## src/hdl/msp_chk_pkg.sv

```systemverilog
`timescale 1ns / 1ps

package msp_chk_pkg;

    localparam logic [7:0] SIG0 = 8'h24;
    localparam logic [7:0] SIG1 = 8'h4D;
    localparam logic [7:0] SIG2 = 8'h3E;
    localparam logic [8:0] FRAME_LAST_OFS = 9'd5;
    localparam logic [8:0] POS_SIG0 = 9'd0;
    localparam logic [8:0] POS_SIG1 = 9'd1;
    localparam logic [8:0] POS_SIG2 = 9'd2;
    localparam logic [8:0] POS_SIZE = 9'd3;
    localparam logic [8:0] POS_CODE = 9'd4;
    localparam logic [8:0] POS_PAYLOAD = 9'd5;

    localparam logic CFG_CODE = 1'b0;
    localparam logic CFG_SIZE = 1'b1;

    typedef enum logic [2:0] {
        ST_OK   = 3'd0,
        ST_SIG  = 3'd1,
        ST_SIZE = 3'd2,
        ST_CODE = 3'd3,
        ST_CSUM = 3'd4
    } t_status;

    typedef struct packed {
        logic [8:0] count;
        logic [7:0] xsum;
        t_status    err;
    } t_frame_state;

    typedef struct packed {
        logic [7:0] data;
        logic [7:0] index;
        logic       done;
        t_status    status;
    } t_result;

endpackage

```

## src/hdl/msp_chk_step.sv

```systemverilog
`timescale 1ns / 1ps

module msp_chk_step
    import msp_chk_pkg::*;
(
    input  logic [7:0]   i_byte,
    input  t_frame_state i_state,
    input  logic [7:0]   i_exp_code,
    input  logic [7:0]   i_exp_size,
    output t_frame_state o_state,
    output logic         o_res_valid,
    output t_result      o_res
);

    logic [8:0] last_pos;
    logic [8:0] pay_pos;
    logic [7:0] xsum_upd;
    t_status    chk_err;

    assign last_pos = {1'b0, i_exp_size} + FRAME_LAST_OFS;
    assign pay_pos  = i_state.count - POS_PAYLOAD;
    assign xsum_upd = i_state.xsum ^ i_byte;

    // check outcome of this byte, before the first-error rule
    always_comb begin
        chk_err = ST_OK;
        if (i_state.count >= last_pos) begin
            if (i_byte != i_state.xsum) chk_err = ST_CSUM;
        end else begin
            unique case (i_state.count)
                POS_SIG0: if (i_byte != SIG0) chk_err = ST_SIG;
                POS_SIG1: if (i_byte != SIG1) chk_err = ST_SIG;
                POS_SIG2: if (i_byte != SIG2) chk_err = ST_SIG;
                POS_SIZE: if (i_byte != i_exp_size) chk_err = ST_SIZE;
                POS_CODE: if (i_byte != i_exp_code) chk_err = ST_CODE;
                default:  chk_err = ST_OK;
            endcase
        end
    end

    always_comb begin
        o_state     = i_state;
        o_res_valid = 1'b0;
        o_res       = '{data: 8'd0, index: 8'd0, done: 1'b0, status: ST_OK};
        if (i_state.count >= last_pos) begin
            o_state     = '{count: 9'd0, xsum: 8'd0, err: ST_OK};
            o_res_valid = 1'b1;
            o_res.done  = 1'b1;
            o_res.status = (i_state.err != ST_OK) ? i_state.err : chk_err;
        end else begin
            o_state.count = i_state.count + 9'd1;
            if (i_state.err == ST_OK) o_state.err = chk_err;
            if (i_state.count >= POS_SIZE) o_state.xsum = xsum_upd;
            if ((i_state.count >= POS_PAYLOAD) && (i_state.err == ST_OK)) begin
                o_res_valid = 1'b1;
                o_res.data  = i_byte;
                o_res.index = pay_pos[7:0];
            end
        end
    end

endmodule

```

## config.mk

```make
export PLATFORM = sky130hd
export DESIGN_NAME = msp_chk_step
export DESIGN_NICKNAME = d
export VERILOG_FILES = /design/src/hdl/msp_chk_pkg.sv /design/src/hdl/msp_chk_step.sv
export SDC_FILE = /design/constraint.sdc
export NUM_CORES = 1
export LEC_CHECK = 0
export BUFFER_PORTS_ARGS = -buffer_cell sky130_fd_sc_hd__clkbuf_2
export CAP_MARGIN = 20
export CORE_MARGIN = 3
export CORE_UTILIZATION = 45
export DETAILED_ROUTE_END_ITERATION = 8
export PLACE_DENSITY = 0.83
export SYNTH_ARGS = -nofsm -noshare
export SYNTH_HDL_FRONTEND = slang
export SYNTH_SLANG_ARGS = --single-unit
```

## constraint.sdc

```tcl
create_clock -name vclk -period 3.2
set_input_delay 0.32 -clock vclk [all_inputs]
set_output_delay 0.32 -clock vclk [all_outputs]
set_load 0.01 [all_outputs]
```

-- Yosys cells after proc, flatten, opt, wreduce, memory -nomap -nowiden
Cells that the tools add are included.
- reduce and logical (&&, ||, !) cells: 4
- $add $sub $neg: 3
- equal/unequal tests: 10
- multiplexer cells: 17
- $lt $le $gt $ge: 3
- bitwise gates (word level): 1
- operator list (operator ; number):
    16-bit two-way mux ; 2
    8-bit != test ; 3
    20-bit two-way mux ; 1
    9-bit by 2-bit == test with 1-bit output (second input constant) ; 2
    8-bit by 6-bit != test with 1-bit output (second input constant) ; 2
    3-bit one-hot mux with 5 select lines ; 1
    3-bit two-way mux ; 4
    8-bit by 3-bit adder with 9-bit output (second input constant) ; 1
    9-bit by 1-bit adder with 9-bit output (second input constant) ; 1
    9-bit by 1-bit == test with 1-bit output (second input constant) ; 1
    9-bit by 3-bit == test with 1-bit output (second input constant) ; 1
    9-bit by 2-bit >= comparator with 1-bit output (second input constant) ; 1
    9-bit by 3-bit >= comparator with 1-bit output (second input constant) ; 1
    9-bit >= comparator ; 1
    9-bit logical NOT ; 1
    8-bit two-way mux ; 1
    8-bit by 7-bit != test with 1-bit output (second input constant) ; 1
    8-bit by 3-bit subtractor with 8-bit output (second input constant) ; 1
    8-bit XOR ; 1
    1-bit two-way mux ; 5
    2-bit two-way mux ; 2
    4-bit two-way mux ; 1
    3-bit logical NOT ; 1
    3-bit nonzero test ; 1
    1-bit logical AND ; 1
- output and inout bits: 41
- input port bits: 44
- flip-flop bits (word level): 0
- word-level logic and storage cells: 38

-- Logic depth before layout (Yosys ltp)
- word-level depth: 6
- depth in mapped cells: 10
- gate-level depth less buffers: 9

-- Worst setup path before layout
Ideal clock, no wire load.
- path type: input to output
- from: input i_exp_size[0]
- to: output o_res[6] in the netlist's numbering
- slack: 535 ps
- buffers on the path: 1
- stages on the path: 10
- arrival time: 2345 ps
- required time: 2880 ps
- cells stage by stage: ha_1 > o21ai_0 > xor2_1 > ha_1 > a211oi_1 > nor2_1 > a211o_1 > a311o_1 > buf_6 > nor3_4
- RTL lines (what ; line ; source):
    start, declared ; msp_chk_step.sv:9 ; input logic [7:0] i_exp_size,
    end, declared ; msp_chk_step.sv:12 ; output t_result o_res

==> summary.log <==
qor: pwr.p_sw_share 57.2%
qor: synth.synth.area.top_cells xor2_1 21%, ha_1 13%, nor2_1 10%
qor: cells_and_area.drive_above_1_share 32.3%
qor: floorplan.die-area 0.00390 mm^2
qor: synth.synthXorXnorAreaFrac 31.2%
qor: clock_tree.ctsResizeCount 0
qor: cells_and_area.final_core_util 63.4%
qor: grt.gr-usage-all-layers 20.5%
qor: pwr.fin_total_pwr 0.255 mW
qor: cells_and_area.net_count_of_the_finished_layout 343
qor: floorplan.die_height 62.4 um
qor: route.route.detailed.wl_per_inst 12.9 um
qor: place.gp_routability_congestion 0.907
qor: pwr.power.internal 0.109 mW
qor: timing.worst_pin_slew 0.479 ns
qor: route.drtIter0Drc 55
qor: clock_tree.postCtsSetupRepairBufs 0
qor: cells_and_area.mostFrequentLayoutCell clkbuf_2
qor: pwr.power_per_cell_area 139 mW/mm^2
qor: timing.setup_viol 0
qor: synth.synth_adder_area_share 13.1%
qor: synth.netlist_instances 213
qor: grt.via_count_of_the_first_global_routing_pass 1545
qor: critical_path.required_time_of_the_critical_path 2.88 ns
qor: grt.grt-ovfl-total 0
qor: cells_and_area.regArea 0 um^2
qor: pwr.p_seq_share 0%
qor: pwr.p_leak 0.965 nW
qor: critical_path.end_kind output port
qor: synth.synth-compound-area-share 14.1%
qor: cells_and_area.final_area 0.00184 mm^2
qor: critical_path.cp_data_arrival_time 2.67 ns
qor: route.detail_route.wirelength 4170 um
qor: synth.sequential_to_total_area_share_from_yosys_stat 0%
qor: grt.pin_count_of_the_biggest_net_entering_global_routing 26
qor: timing.finalHoldWorstSlack 0.960 ns
qor: grt.grt_antenna_before_repair 0
qor: synth.muxShareOfSynthArea 0.699%
qor: critical_path.critical_path.startpoint_type input port
qor: synth.post_synth_num_cell_types 42
qor: outcome.status complete, no violations
qor: place.hpwl 3540 um
qor: cells_and_area.diodes 0
qor: pwr.power.net_switching 0.146 mW
qor: cells_and_area.design.seq.count 0
qor: route.vias_per_cell 5.13
qor: synth.synth_top_area_share 20.8%
qor: floorplan.io-pin-count 85
qor: route.detail_route.first_pass.iterations 4
qor: min_path.hold_path.class input port to output port
qor: route.drt.antenna.violating_nets 0
qor: floorplan.floorplan.die.width 62.4 um
qor: pwr.combPwrFrac 100.0%
qor: critical_path.worstSetupPathType input port to output port
qor: pwr.ir_drop 0.0872 mV
qor: cells_and_area.final_cell_mix 85 x clkbuf_2, 40 x nor2_1, 34 x xor2_1, 17 x xnor2_1, 15 x ha_1
qor: floorplan.num_rows 19
qor: place.postPlaceCellArea 0.00184 mm^2
qor: synth.synth_top_family_by_area simple AND/OR/NAND/NOR gates
qor: place.input_output_buffers 85
qor: route.routed_vias 1662
qor: cells_and_area.area_delta_synth_final 28.4%
qor: synth.synth.yosys.warnings 0
qor: synth.synth_top_area_cell xor2_1
qor: synth.syn_area 0.00143 mm^2
qor: floorplan.start_util 49.4%
qor: grt.grt_pass1_wl 6960 um
qor: pwr.clock_power_share 0%
qor: route.drt_drc_violations_left 0
qor: timing.final.period_utilization 93.4%
qor: cells_and_area.clock_buffers 0
qor: synth.syn_avg_cell_area 6.73 um^2
qor: timing.number_of_hold_violations_in_the_final_report 0
qor: floorplan.core_area 0.00290 mm^2
qor: timing.slew-limit-headroom 68.1%
qor: timing.max_freq 335 MHz
qor: timing.post-route-min-period 2.99 ns
qor: synth.yosys.area_share.simple 33.4%
qor: critical_path.critPathMaxFanout 9
qor: timing.setup_repair_after_global_routing_missed_its_margin no
qor: timing.slew_violations 0
qor: job.max_cap_viol_count 0
qor: timing.fin_tns_setup 0 ns
qor: synth.synth_fp_nets 272
qor: clock_tree.cts_hold_buf 0
synth_stat cells, drive strengths merged (2+ instances only):
library cell / count
a211o: 2
a211oi: 2
nor2: 40
nand4: 5
buf: 5
nand2b: 2
inv: 9
o21ai: 6
ha: 15
nand2: 12
clkbuf: 11
nor4: 6
a21oi: 6
or3: 3
and2: 9
and3: 4
xnor2: 17
xor2: 34
nand3: 5
a31o: 2
logic make-up after synthesis:
kind of cell | after synthesis
simple gates | 93
buf+inv | 25
xor+xnor | 51
fa+ha+maj | 15
mux | 1
compound gates | 28
worst max-delay path, stage by stage:
cell and delay (ns):
clkbuf_2 0.12, ha_1 0.25, o21ai_1 0.16, xor2_1 0.17, ha_1 0.26, a211oi_1 0.22
nor2_1 0.08, a211o_1 0.27, a311o_2 0.50, nor3_4 0.19, clkbuf_2 0.14
routing by layer:
layer  wire length [um]  part of all wire (%)  vias up  GRT usage [%]
met5                  0                     0        -              0
met2               2060                    49       52           38.1
met1               1870                    45      750           26.4
met3                237                   5.7        2           1.44
met4                 15                  0.36        0           2.20
li1                   -                     -      858              -
power by group through the flow:
| stage | clock, mW | combinational, mW | sequential (mW) |
|---|---|---|---|
| floorplan | 0 | 0.164 | 0 |
| global placement | 0 | 0.249 | 0 |
| detailed placement | 0 | 0.255 | 0 |
| CTS | 0 | 0.255 | 0 |
| global route | 0 | 0.286 | 0 |
| finish | 0 | 0.255 | 0 |
final timing paths:
path	slack, ns	endpoint	cells after the start	startpoint
setup / recovery	0.21	o_res[6]	11	i_exp_size[0]
hold / removal	0.96	o_state[2]	4	i_state[2]
per-stage QoR:
step,cells,setup WS (ns)
6_report,324,0.212
2_1_floorplan,213,0.535
4_1_cts,324,0.133
5_1_grt,324,0.0152
3_5_place_dp,324,0.149
3_3_place_gp,324,0.214
layout make-up:
type	count	area (um^2)
multi-input combinational	188	1330
fill	314	1060
timing repair buffer	85	425
tap	42	52.6
inverter	9	33.8
Power figures use the tool's default switching activity.
